--- src/rtl/olpe_pkg.sv ---
// Package for the ordered list position engine: request and response words,
// function and status codes, and the controller/datapath command and status structs.
// No dependencies.
`timescale 1ns / 1ps
`default_nettype none

package olpe_pkg;

   localparam int CAPACITY_DEF = 64;

   // Request function codes
   localparam logic [2:0] FUNC_INS_FRONT = 3'd0;
   localparam logic [2:0] FUNC_INS_END   = 3'd1;
   localparam logic [2:0] FUNC_INS_POS   = 3'd2;
   localparam logic [2:0] FUNC_DEL_FRONT = 3'd3;
   localparam logic [2:0] FUNC_DEL_END   = 3'd4;
   localparam logic [2:0] FUNC_DEL_POS   = 3'd5;
   localparam logic [2:0] FUNC_SEARCH    = 3'd6;
   localparam logic [2:0] FUNC_COUNT     = 3'd7;

   // Response status codes
   localparam logic [2:0] STATUS_OK       = 3'd0;
   localparam logic [2:0] STATUS_EMPTY    = 3'd1;
   localparam logic [2:0] STATUS_BADPOS   = 3'd2;
   localparam logic [2:0] STATUS_OOB      = 3'd3;
   localparam logic [2:0] STATUS_NOTFOUND = 3'd4;
   localparam logic [2:0] STATUS_FULL     = 3'd5;

   typedef struct packed {
      logic [2:0]         func;
      logic signed [31:0] value;
      logic [6:0]         position;
   } req_word_type;

   typedef struct packed {
      logic [2:0] status;
      logic [6:0] found_position;
      logic [6:0] element_count;
   } rsp_word_type;

   // Controller -> datapath
   typedef struct packed {
      logic       load;
      logic       start_up;
      logic       start_dn;
      logic       start_scan;
      logic       step_up;
      logic       step_dn;
      logic       step_scan;
      logic       put;
      logic       take;
      logic       hit;
      logic       set_status;
      logic [2:0] status_code;
   } cmd_type;

   // Datapath -> controller
   typedef struct packed {
      logic [2:0] func;
      logic       len_zero;
      logic       len_full;
      logic       pos_zero;
      logic       pos_gt_len;
      logic       pos_gt_len1;
      logic       up_done;
      logic       dn_done;
      logic       hit;
   } dp_status_type;

endpackage

`default_nettype wire

--- src/rtl/olpe_ram.sv ---
// Generic simple dual-port RAM: one write port, one read port, registered read.
// No dependencies.
`timescale 1ns / 1ps
`default_nettype none

module olpe_ram #(
   parameter int WIDTH = 32,
   parameter int DEPTH = 64
) (
   input  wire logic                     clock,
   input  wire logic                     wr_en,
   input  wire logic [$clog2(DEPTH)-1:0] wr_addr,
   input  wire logic [WIDTH-1:0]         wr_data,
   input  wire logic                     rd_en,
   input  wire logic [$clog2(DEPTH)-1:0] rd_addr,
   output logic      [WIDTH-1:0]         rd_data
);

   logic [WIDTH-1:0] mem [DEPTH];

   always_ff @(posedge clock) begin
      if (wr_en) begin
         mem[wr_addr] <= wr_data;
      end
      if (rd_en) begin
         rd_data <= mem[rd_addr];
      end
   end

endmodule

`default_nettype wire

--- src/rtl/olpe_ctrl.sv ---
// Controller state machine for the ordered list position engine.
// Depends on olpe_pkg (command and status structs, codes).
`timescale 1ns / 1ps
`default_nettype none

module olpe_ctrl (
   input  wire logic                   clock,
   input  wire logic                   reset,
   input  wire logic                   start,
   output logic                        busy,
   output logic                        rsp_valid,
   output olpe_pkg::cmd_type           cmd,
   input  wire olpe_pkg::dp_status_type st
);

   import olpe_pkg::*;

   localparam logic [2:0] S_IDLE   = 3'd0;
   localparam logic [2:0] S_DECODE = 3'd1;
   localparam logic [2:0] S_UP     = 3'd2;
   localparam logic [2:0] S_DN     = 3'd3;
   localparam logic [2:0] S_SRCH   = 3'd4;
   localparam logic [2:0] S_RESP   = 3'd5;

   logic [2:0] state_ff;
   logic [2:0] state_in;

   always_ff @(posedge clock) begin
      if (reset) begin
         state_ff <= S_IDLE;
      end else begin
         state_ff <= state_in;
      end
   end

   assign busy      = (state_ff != S_IDLE);
   assign rsp_valid = (state_ff == S_RESP);

   always_comb begin
      state_in = state_ff;
      cmd      = '0;
      case (state_ff)
         S_IDLE: begin
            if (start) begin
               cmd.load = 1'b1;
               state_in = S_DECODE;
            end
         end
         S_DECODE: begin
            cmd.set_status  = 1'b1;
            cmd.status_code = STATUS_OK;
            state_in        = S_RESP;
            case (st.func)
               FUNC_INS_FRONT, FUNC_INS_END: begin
                  if (st.len_full) begin
                     cmd.status_code = STATUS_FULL;
                  end else begin
                     cmd.start_up = 1'b1;
                     state_in     = S_UP;
                  end
               end
               FUNC_INS_POS: begin
                  if (st.pos_zero) begin
                     cmd.status_code = STATUS_BADPOS;
                  end else if (st.pos_gt_len1) begin
                     cmd.status_code = STATUS_OOB;
                  end else if (st.len_full) begin
                     cmd.status_code = STATUS_FULL;
                  end else begin
                     cmd.start_up = 1'b1;
                     state_in     = S_UP;
                  end
               end
               FUNC_DEL_FRONT, FUNC_DEL_END: begin
                  if (st.len_zero) begin
                     cmd.status_code = STATUS_EMPTY;
                  end else begin
                     cmd.start_dn = 1'b1;
                     state_in     = S_DN;
                  end
               end
               FUNC_DEL_POS: begin
                  if (st.len_zero) begin
                     cmd.status_code = STATUS_EMPTY;
                  end else if (st.pos_zero) begin
                     cmd.status_code = STATUS_BADPOS;
                  end else if (st.pos_gt_len) begin
                     cmd.status_code = STATUS_OOB;
                  end else begin
                     cmd.start_dn = 1'b1;
                     state_in     = S_DN;
                  end
               end
               FUNC_SEARCH: begin
                  if (st.len_zero) begin
                     cmd.status_code = STATUS_EMPTY;
                  end else begin
                     // assume a miss until the scan proves otherwise
                     cmd.status_code = STATUS_NOTFOUND;
                     cmd.start_scan  = 1'b1;
                     state_in        = S_SRCH;
                  end
               end
               default: begin
                  cmd.status_code = STATUS_OK;
               end
            endcase
         end
         S_UP: begin
            if (st.up_done) begin
               cmd.put  = 1'b1;
               state_in = S_RESP;
            end else begin
               cmd.step_up = 1'b1;
            end
         end
         S_DN: begin
            if (st.dn_done) begin
               cmd.take = 1'b1;
               state_in = S_RESP;
            end else begin
               cmd.step_dn = 1'b1;
            end
         end
         S_SRCH: begin
            if (st.hit) begin
               cmd.hit         = 1'b1;
               cmd.set_status  = 1'b1;
               cmd.status_code = STATUS_OK;
               state_in        = S_RESP;
            end else if (st.dn_done) begin
               state_in = S_RESP;
            end else begin
               cmd.step_scan = 1'b1;
            end
         end
         S_RESP: begin
            state_in = S_IDLE;
         end
         default: begin
            state_in = S_IDLE;
         end
      endcase
   end

endmodule

`default_nettype wire

--- src/rtl/olpe_datapath.sv ---
// Datapath for the ordered list position engine: element store, length,
// walk pointer with one-deep read pipeline, compare and response registers.
// Depends on olpe_pkg and olpe_ram.
`timescale 1ns / 1ps
`default_nettype none

module olpe_datapath #(
   parameter int CAPACITY = olpe_pkg::CAPACITY_DEF
) (
   input  wire logic                   clock,
   input  wire logic                   reset,
   input  wire olpe_pkg::req_word_type req_data,
   input  wire olpe_pkg::cmd_type      cmd,
   output olpe_pkg::dp_status_type     st,
   output olpe_pkg::rsp_word_type      rsp_data
);

   import olpe_pkg::*;

   localparam int AW = $clog2(CAPACITY);
   localparam int PW = $clog2(CAPACITY + 1);
   localparam int CW = ((PW > 7) ? PW : 7) + 1;

   req_word_type  req_ff;
   logic [PW-1:0] len_ff, len_in;
   logic [PW-1:0] ptr_ff, ptr_in;
   logic [PW-1:0] idx_ff, idx_in;
   logic          pend_ff, pend_in;
   logic [AW-1:0] pend_addr_ff, pend_addr_in;
   logic [2:0]    status_ff;
   logic [6:0]    found_ff;

   logic [PW-1:0] ptr_dec;
   logic [PW-1:0] len_dec;
   logic [PW-1:0] target;
   logic [PW-1:0] pend_pos;
   logic [CW-1:0] pos_w;
   logic [CW-1:0] len_w;

   logic          wr_en;
   logic [AW-1:0] wr_addr;
   logic [31:0]   wr_data;
   logic          rd_en;
   logic [AW-1:0] rd_addr;
   logic [31:0]   rd_data;

   assign ptr_dec  = ptr_ff - 1'b1;
   assign len_dec  = len_ff - 1'b1;
   assign pend_pos = PW'(pend_addr_ff) + 1'b1;
   assign pos_w    = CW'(req_ff.position);
   assign len_w    = CW'(len_ff);

   // 0-based entry touched by the current insert or delete
   always_comb begin
      case (req_ff.func)
         FUNC_INS_FRONT, FUNC_DEL_FRONT: target = '0;
         FUNC_INS_END:                   target = len_ff;
         FUNC_DEL_END:                   target = len_dec;
         default:                        target = PW'(pos_w - 1'b1);
      endcase
   end

   always_comb begin
      st.func        = req_ff.func;
      st.len_zero    = (len_ff == '0);
      st.len_full    = (len_ff == PW'(CAPACITY));
      st.pos_zero    = (req_ff.position == '0);
      st.pos_gt_len  = (pos_w > len_w);
      st.pos_gt_len1 = (pos_w > (len_w + 1'b1));
      st.up_done     = (ptr_ff == idx_ff) && !pend_ff;
      st.dn_done     = (ptr_ff >= len_ff) && !pend_ff;
      st.hit         = pend_ff && (rd_data == $unsigned(req_ff.value));
   end

   // Walk control: up moves entries toward the tail, dn and scan read toward it
   always_comb begin
      ptr_in       = ptr_ff;
      idx_in       = idx_ff;
      pend_in      = pend_ff;
      pend_addr_in = pend_addr_ff;
      len_in       = len_ff;
      rd_en        = 1'b0;
      rd_addr      = ptr_ff[AW-1:0];

      if (cmd.start_up) begin
         ptr_in  = len_ff;
         idx_in  = target;
         pend_in = 1'b0;
      end
      if (cmd.start_dn) begin
         ptr_in  = target + 1'b1;
         idx_in  = target;
         pend_in = 1'b0;
      end
      if (cmd.start_scan) begin
         ptr_in  = '0;
         pend_in = 1'b0;
      end
      if (cmd.step_up) begin
         if (ptr_ff > idx_ff) begin
            rd_en        = 1'b1;
            rd_addr      = ptr_dec[AW-1:0];
            pend_in      = 1'b1;
            pend_addr_in = ptr_ff[AW-1:0];
            ptr_in       = ptr_dec;
         end else begin
            pend_in = 1'b0;
         end
      end
      if (cmd.step_dn || cmd.step_scan) begin
         if (ptr_ff < len_ff) begin
            rd_en        = 1'b1;
            rd_addr      = ptr_ff[AW-1:0];
            pend_in      = 1'b1;
            pend_addr_in = cmd.step_dn ? ptr_dec[AW-1:0] : ptr_ff[AW-1:0];
            ptr_in       = ptr_ff + 1'b1;
         end else begin
            pend_in = 1'b0;
         end
      end
      if (cmd.put) begin
         len_in = len_ff + 1'b1;
      end
      if (cmd.take) begin
         len_in = len_dec;
      end
   end

   // Write back the moved word, or the new word on put
   assign wr_en   = cmd.put || ((cmd.step_up || cmd.step_dn) && pend_ff);
   assign wr_addr = cmd.put ? idx_ff[AW-1:0] : pend_addr_ff;
   assign wr_data = cmd.put ? $unsigned(req_ff.value) : rd_data;

   olpe_ram #(
      .WIDTH (32),
      .DEPTH (CAPACITY)
   ) u_store (
      .clock   (clock),
      .wr_en   (wr_en),
      .wr_addr (wr_addr),
      .wr_data (wr_data),
      .rd_en   (rd_en),
      .rd_addr (rd_addr),
      .rd_data (rd_data)
   );

   always_ff @(posedge clock) begin
      if (reset) begin
         len_ff  <= '0;
         pend_ff <= 1'b0;
      end else begin
         len_ff  <= len_in;
         pend_ff <= pend_in;
      end
   end

   always_ff @(posedge clock) begin
      ptr_ff       <= ptr_in;
      idx_ff       <= idx_in;
      pend_addr_ff <= pend_addr_in;
      if (cmd.load) begin
         req_ff   <= req_data;
         found_ff <= '0;
      end
      if (cmd.hit) begin
         found_ff <= 7'(pend_pos);
      end
      if (cmd.set_status) begin
         status_ff <= cmd.status_code;
      end
   end

   always_comb begin
      rsp_data.status         = status_ff;
      rsp_data.found_position = found_ff;
      rsp_data.element_count  = 7'(len_ff);
   end

endmodule

`default_nettype wire

--- src/rtl/ordered_list_position_engine_unit.sv ---
// Ordered list position engine, top level: controller plus datapath.
// Depends on olpe_pkg, olpe_ctrl, olpe_datapath (and through it olpe_ram).
//
// Usage
//   Request channel: drive req_data (func, value, position) and raise start;
//   the word is taken at the rising edge where start is high and busy low.
//   busy then stays high until the response has been shown.
//   Response channel: rsp_valid pulses for exactly one cycle with rsp_data
//   (status, found_position, element_count). The receiver has no way to
//   stall it; it must take the word in that cycle.
//   Count and every rejected request go from decode straight to the response.
//   An insert at 0-based entry i first moves the entries from the tail down
//   to entry i one place toward the tail, then writes the new word at i; a
//   delete moves the entries above i one place toward the front, then
//   shortens the list. A search reads from entry 0 until the first match or
//   the end of the list. Entries are moved or scanned one at a time through
//   the store's single read/write port pair.
//   A new request is accepted the cycle after the strobe.
//   Reset (synchronous, active high) empties the list and returns to idle;
//   store contents are not cleared, only entries below the length are read.
`timescale 1ns / 1ps
`default_nettype none

module ordered_list_position_engine_unit #(
   parameter int CAPACITY = olpe_pkg::CAPACITY_DEF
) (
   input  wire logic                   clock,
   input  wire logic                   reset,
   input  wire logic                   start,
   output logic                        busy,
   input  wire olpe_pkg::req_word_type req_data,
   output logic                        rsp_valid,
   output olpe_pkg::rsp_word_type      rsp_data
);

   import olpe_pkg::*;

   cmd_type       cmd;
   dp_status_type dp_st;

   // Sequence each request: decode, walk the store, then strobe the result
   olpe_ctrl u_ctrl (
      .clock     (clock),
      .reset     (reset),
      .start     (start),
      .busy      (busy),
      .rsp_valid (rsp_valid),
      .cmd       (cmd),
      .st        (dp_st)
   );

   // Hold the list, shift entries and build the response word
   olpe_datapath #(
      .CAPACITY (CAPACITY)
   ) u_datapath (
      .clock    (clock),
      .reset    (reset),
      .req_data (req_data),
      .cmd      (cmd),
      .st       (dp_st),
      .rsp_data (rsp_data)
   );

endmodule

`default_nettype wire

--- config.mk ---
export PLATFORM = sky130hd
export DESIGN_NAME = ordered_list_position_engine_unit
export DESIGN_NICKNAME = d
export VERILOG_FILES = /design/src/rtl/olpe_pkg.sv /design/src/rtl/olpe_ram.sv /design/src/rtl/olpe_ctrl.sv /design/src/rtl/olpe_datapath.sv /design/src/rtl/ordered_list_position_engine_unit.sv
export SDC_FILE = /design/constraint.sdc
export NUM_CORES = 2
export LEC_CHECK = 0
export ABC_CLOCK_PERIOD_IN_PS = 7000
export BUFFER_PORTS_ARGS = -buffer_cell sky130_fd_sc_hd__clkbuf_2
export CORE_MARGIN = 1.5
export CORE_UTILIZATION = 50
export DETAILED_ROUTE_END_ITERATION = 16
export PLACE_DENSITY = 0.62
export SLEW_MARGIN = 20
export SYNTH_ARGS = -nofsm -noshare
export SYNTH_HDL_FRONTEND = slang
export SYNTH_SLANG_ARGS = --single-unit
--- constraint.sdc ---
create_clock -name clock -period 7 [get_ports clock]
set_input_delay 1.4 -clock clock [delete_from_list [all_inputs] [get_ports clock]]
set_output_delay 1.4 -clock clock [all_outputs]
set_load 0.02 [all_outputs]
* After elaboration in Yosys (flattened, before gate mapping)
Memory sizes are Yosys's and may differ from the RTL's. A register that Yosys moved wholly into a read port is not among the register bits. Cells that the tools add are included.
Operators by class: $add $sub $neg 8, magnitude comparators 5, equal/unequal tests 16, mux-type cells 86, reductions and logical operators 21
Operators by type and width (number):
- $mux W7 | 13
- $mux W6 | 10
- $mux W3 | 18
- $pmux W3 S5 | 3
- $mux W1 | 35
- $eq A32 B32 Y1 | 1
- $mux W32 | 1
- $add A7 B1 Y7 const B | 3
- $pmux W7 S3 | 1
- $sub A7 B1 Y7 const B | 3
- $eq A3 B3 Y1 const B | 5
- $gt A7 B7 Y1 | 2
- $logic_not A7 Y1 | 2
- $eq A3 B2 Y1 const B | 4
- $add A7 B1 Y8 const B | 1
- $gt A7 B8 Y1 | 1
- $pmux W4 S2 | 1
- $add A6 B1 Y7 const B | 1
- $eq A7 B7 Y1 | 1
- $eq A7 B7 Y1 const B | 1
- $ge A7 B7 Y1 | 1
- $lt A7 B7 Y1 | 1
- $eq A3 B1 Y1 const B | 2
- $logic_not A3 Y1 | 2
- 12 further kinds | 23
Storage, ports and cells: register bits after elaboration 83, RAM bits 2048, input bits 45, output and inout port bits 19, word-level logic and storage cells 148, memories 1
Memory list:
- u_datapath.u_store.mem | words 64, bits a word 32, rd ports 1, clocked after Yosys merged registers in 1, write ports 1, line olpe_ram.sv:19 | logic [WIDTH-1:0] mem [DEPTH];

* Depth between registers and ports, before layout
depth in word-level cells 13, depth in mapped cells 18, depth with buffers taken out 13

* Cells and area by module
Synthesis repeated with hierarchy kept, for this count alone.
Second synthesis, totals: cell total of the unflattened synthesis 3920, area, all modules 84755.0 um2
Modules (own cells, without submodules):
- olpe_ram | times used 1, cells each 3324, area each 78840.6 um2, sequential area each 62459.9 um2
- olpe_datapath | times used 1, cells each 524, area each 5452.7 um2, sequential area each 2192.1 um2
- olpe_ctrl | times used 1, cells each 72, area each 461.7 um2, sequential area each 60.1 um2

* Worst setup path before layout
OpenSTA, ideal clock, no wires.
path kind flip-flop to flip-flop, from register u_datapath.ptr_ff[0], to memory u_datapath.u_store.mem[0][16] (data pin), library setup time 0.702 ns, data arrival time 4.707 ns, data required time 6.298 ns, setup slack 1.591 ns, stages on the path, launching flop included 10, period minus slack after synthesis 5.409 ns, cell sequence dfxtp_1 > inv_1 > clkbuf_1 > clkbuf_1 > ha_1 > nand3_1 > nor3_1 > nand2_1 > clkbuf_1 > o21ai_0
Between the ends: longest elaborated chain between the ends 5
RTL lines:
- from (decl) | line olpe_datapath.sv:26 | logic [PW-1:0] ptr_ff, ptr_in;
- from (signal assigned) | line olpe_datapath.sv:158 | ptr_ff <= ptr_in;
- $eq A7 B7 Y1 | line olpe_datapath.sv:70 | st.up_done = (ptr_ff == idx_ff) && !pend_ff;
- $logic_and A1 B1 Y1 | line olpe_datapath.sv:70
- $mux W1 | line olpe_ctrl.sv:110 | if (st.up_done) begin
- $mux W1 | line olpe_ctrl.sv:42 | case (state_ff)
- $mux W32 | line olpe_datapath.sv:132 | assign wr_data = cmd.put ? $unsigned(req_ff.value) : rd_data;
- via u_datapath.u_store.wr_data[16] | line olpe_ram.sv:13 | input wire logic [WIDTH-1:0] wr_data,
- to (decl) | line olpe_ram.sv:19
The timed path passes the listed nets, and every way through them passes these cells.

* Worst setup path after layout
from register u_datapath.ptr_ff[3], to register u_datapath.u_store.rd_data[5] (read register of u_datapath.u_store.mem) (data pin)
Between the ends: longest elaborated chain between the ends 7
RTL lines:
- $ge A7 B7 Y1 / $eq A7 B7 Y1 (equally long branches) | line olpe_datapath.sv:71, olpe_datapath.sv:70
- $logic_and A1 B1 Y1, on equally long branches | line olpe_datapath.sv:71, olpe_datapath.sv:70
- $mux W1, on equally long branches | line olpe_ctrl.sv:118, olpe_ctrl.sv:131, olpe_ctrl.sv:110
- $mux W1, on equally long branches | line olpe_ctrl.sv:126, olpe_ctrl.sv:42
- $mux W1, or another cell as far along | line olpe_ctrl.sv:42
- $logic_or A1 B1 Y1, or another cell as far along | line olpe_datapath.sv:110 | if (cmd.step_dn || cmd.step_scan) begin
- $mux W6 / $mux W1 (equally long branches) | line olpe_datapath.sv:110
- to (decl) | line olpe_ram.sv:16 | output logic [WIDTH-1:0] rd_data
Parallel ways exist; a longest one is shown, timed or not. A chain may end at the register's enable or synchronous reset.

==> flow_summary.toml <==
[worst_setup_path]
critical_path_class = "reg -> reg"
cp_slowest_cell = "dfxtp_1"
endpoint_kind = "flip-flop"
cp_max_fo = 25
rr_worst_depth = 14
worstSetupStartpointType = "flip-flop"
path_buf_inv = 4
r2r-start = "u_datapath.ptr_ff[3]"
cp_top_family = "simple AND/OR/NAND/NOR gates"
cp.arrival_ns = 6.10
cpPeakStageDelay_ns = 0.78
crit_chain = "ha_1 > nand4_2 > a21o_4 > a21oi_4 > buf_4 > nand2_1 > xnor2_2 > buf_4 > nand3_2 > buf_4 > nor3_1 > nor4_2 > buf_4 > and3_1"
r2r-end = "u_datapath.u_store.rd_data[5]"
rrSetupSlack_ns = 1.50
path_common_cell = "buf_4"
cp_num_cells = 14
cp.required_ns = 7.60

[synthesis]
yosys-top-cells-area = "edfxtp_1 (72%), nand2_1 (6.3%), a311oi_1 (3.1%)"
synth_seq_area_share = 0.727
ys_ff_latch = 2163
synth-warning-count = 0
ys.flop_type = "edfxtp_1"
netlist.area_leader.share = 0.722
synthesis.nets = 6585
postSynthCellCount = 6503
synth_cell_types = 84
netlist_area_mm2 = 0.0890
synth_area_leader_cell = "edfxtp_1"
synth_enable_flop_cells = 2139
ys_async_sr_fraction = 0
syn_area_per_cell_um2 = 13.7

[clocking]
cts_buffers = 218
root_buffer = "clkbuf_16"
clkTransAtPathRegs_ns = 0.06
cts_setup_buffers = 0
cts-resized-gates = 0
cts_num_sinks = 2163
clkLatencyLatePin_ns = 0.88
htree_levels = 4
ctsHoldBuffers = 0
clock_path_buffers = 3
cts_tree = "done"

[floorplanning]
fp.dieW_um = 425
start_util = 0.504
die_area_mm2 = 0.181
rows = 154
core_mm2 = 0.176
die_h_um = 425
pin_count = 64

[final_layout]
area_growth_pct = 12.6
drive_gt1_frac = 0.117
nets = 6638

[power_and_ir_drop]
p_total_uw = 41700
pwr_density_cell_mw_per_mm2 = 416
ir_worst_vdd_mv = 0.294
p_leak_uw = 0.0331

[route]
wl_per_cell_um = 30.3
ant_nets = 0
wl_mm = 275
drc = 0
vias_per_cell = 6.50
drt_first_pass_iters = 7
via_count = 59000
drtIter0Drc = 8523

[global_route]
overflow = 0
grt_max_degree = 174
grt_pass1_wl_mm = 395
grt_pass1_vias = 55500
grt_usage = 0.300
antenna_found_initial = 2

[sta]
rsz0062_at_grt = "false"
finalCritPeriodShare = 0.786
skew_ns = 0.0480
drv_slew = 0
hold_viol = 0
max_slew_margin = 0.234
tightest_slew_ns = 1.15
setup-tns-final_ns = 0
setup-violations-final = 0
max_clock_freq_mhz = 182
period_needed_ns = 5.50

[worst_hold_path]
worstHoldStart = "u_datapath.pend_addr_ff[4]"
hold_path_class = "reg -> reg"
min_path_cells = 2
hold-path-endpoint = "u_datapath.pend_addr_ff[4]"

[place]
hpwlAfterDp_mm = 151
gp_congestion = 0.927
portBuffers = 63

[flow_run]
cap_violations = 0

[outcome]
status = "finished clean"
## worst register-to-register path: stages (launching register included)
cell and delay (ns):
dfxtp_1 0.78, ha_1 0.23, nand4_2 0.21, a21o_4 0.31, a21oi_4 0.14, buf_4 0.30, nand2_1 0.17, xnor2_2 0.52
buf_4 0.38, nand3_2 0.66, buf_4 0.47, nor3_1 0.59, nor4_2 0.11, buf_4 0.20, and3_1 0.19
## how the worst max path moves through the flow
stage / from / end / slack (ns)
finish: u_datapath.ptr_ff[3] / u_datapath.u_store.rd_data[5] / 1.50
floorplan: u_datapath.ptr_ff[0] / u_datapath.u_store.mem[0][16] / 1.59
global placement: u_datapath.ptr_ff[3] / u_datapath.u_store.rd_data[22] / 0.62
CTS: u_datapath.ptr_ff[3] / u_datapath.u_store.rd_data[5] / 1.69
global route: u_datapath.ptr_ff[3] / u_datapath.u_store.rd_data[5] / 1.39
detailed placement: u_datapath.ptr_ff[3] / u_datapath.u_store.rd_data[5] / 1.70
## per-stage QoR
step / area [um2] / cells / util / setup slack (ns) / hold slack, ns
after floorplan: 89000 / 6503 / - / 1.59 / 0.528
after global routing: 100000 / 9077 / 0.568 / 1.39 / 0.631
final: 100000 / 9078 / 0.568 / 1.50 / 0.607
after detailed placement: 93200 / 8675 / 0.528 / 1.70 / 0.594
after CTS: 100000 / 9074 / 0.568 / 1.69 / 0.605
after global placement: 93100 / 8669 / 0.528 / 0.615 / 0.604
## registers in the layout (all words and copies together) (netlist names), 6 cells and up
register                    flops
u_datapath.u_store.mem       2048
u_datapath.req_ff              32
u_datapath.u_store.rd_data     32
u_datapath.found_ff             7
u_datapath.idx_ff               7
u_datapath.len_ff               7
u_datapath.pos_w                7
u_datapath.ptr_ff               7
u_datapath.pend_addr_ff         6
## Yosys cell counts, types with 97 or more instances
master / n
buf_2: 143
mux2i_1: 150
and3_1: 288
a211oi_1: 255
clkbuf_1: 255
a311oi_1: 316
a31oi_1: 107
nand3_1: 443
edfxtp_1: 2139
nor3_1: 97
nor2_1: 121
nand2_1: 1484
## placed cells by master (no fill, tap or decap), drive strengths merged, types with 9 or more instances in the layout
cell and n:
a211oi 259, a21oi 63, mux2i 150, nor3 98, edfxtp 2139, xnor2 55
o221ai 14, buf 244, nand3 443, clkinv 113, xor2 13, nand4 21
nand2 1485, nand2b 13, nor2 122, o31ai 13, a32oi 21, o21ai 53
o311ai 10, mux2 9, clkbuf 327, nor2b 16, mux4 17, dfxtp 24
a311oi 316, ha 37, nand3b 9, a31oi 107, a2111oi 10, o211ai 10
o22ai 23, nor4 30, a22oi 28, and3 288, inv 31, bufinv 18
## per-layer routing
metal  track usage  up-vias  share of wire
met5             0        -              0
met1         0.433    30000           0.40
met2         0.460     3420           0.46
li1              -    25100              -
met4         0.118        0          0.041
met3        0.0471      522          0.099
## kinds of logic (layout without fill, tap and decap cells)
group,after synthesis,after routing,synth area share
flops,2163,2163,0.727
fa+ha+maj,37,37,0.00520
buf+inv,505,737,0.0242
compound gates,1004,1004,0.0870
other cells,0,3,0
simple gates,2550,2550,0.127
mux,176,176,0.0223
xor+xnor,68,68,0.00686
## where the power goes
part           internal, uW  switching (uW)
Clock                  6400            5000
Combinational          4480           10300
Sequential            15200             342
## cell type report
type / instances / area [um2]
fillers: 14100 / 76300
flip-flops and latches: 2163 / 64700
multi-input cells: 3835 / 23000
clock buffers: 263 / 5650
well taps: 2340 / 2930
repair buffers: 308 / 2510
clock inverters: 136 / 1290
inverters: 30 / 113
diodes: 3 / 7.51
(Power assumes the default switching activity.)
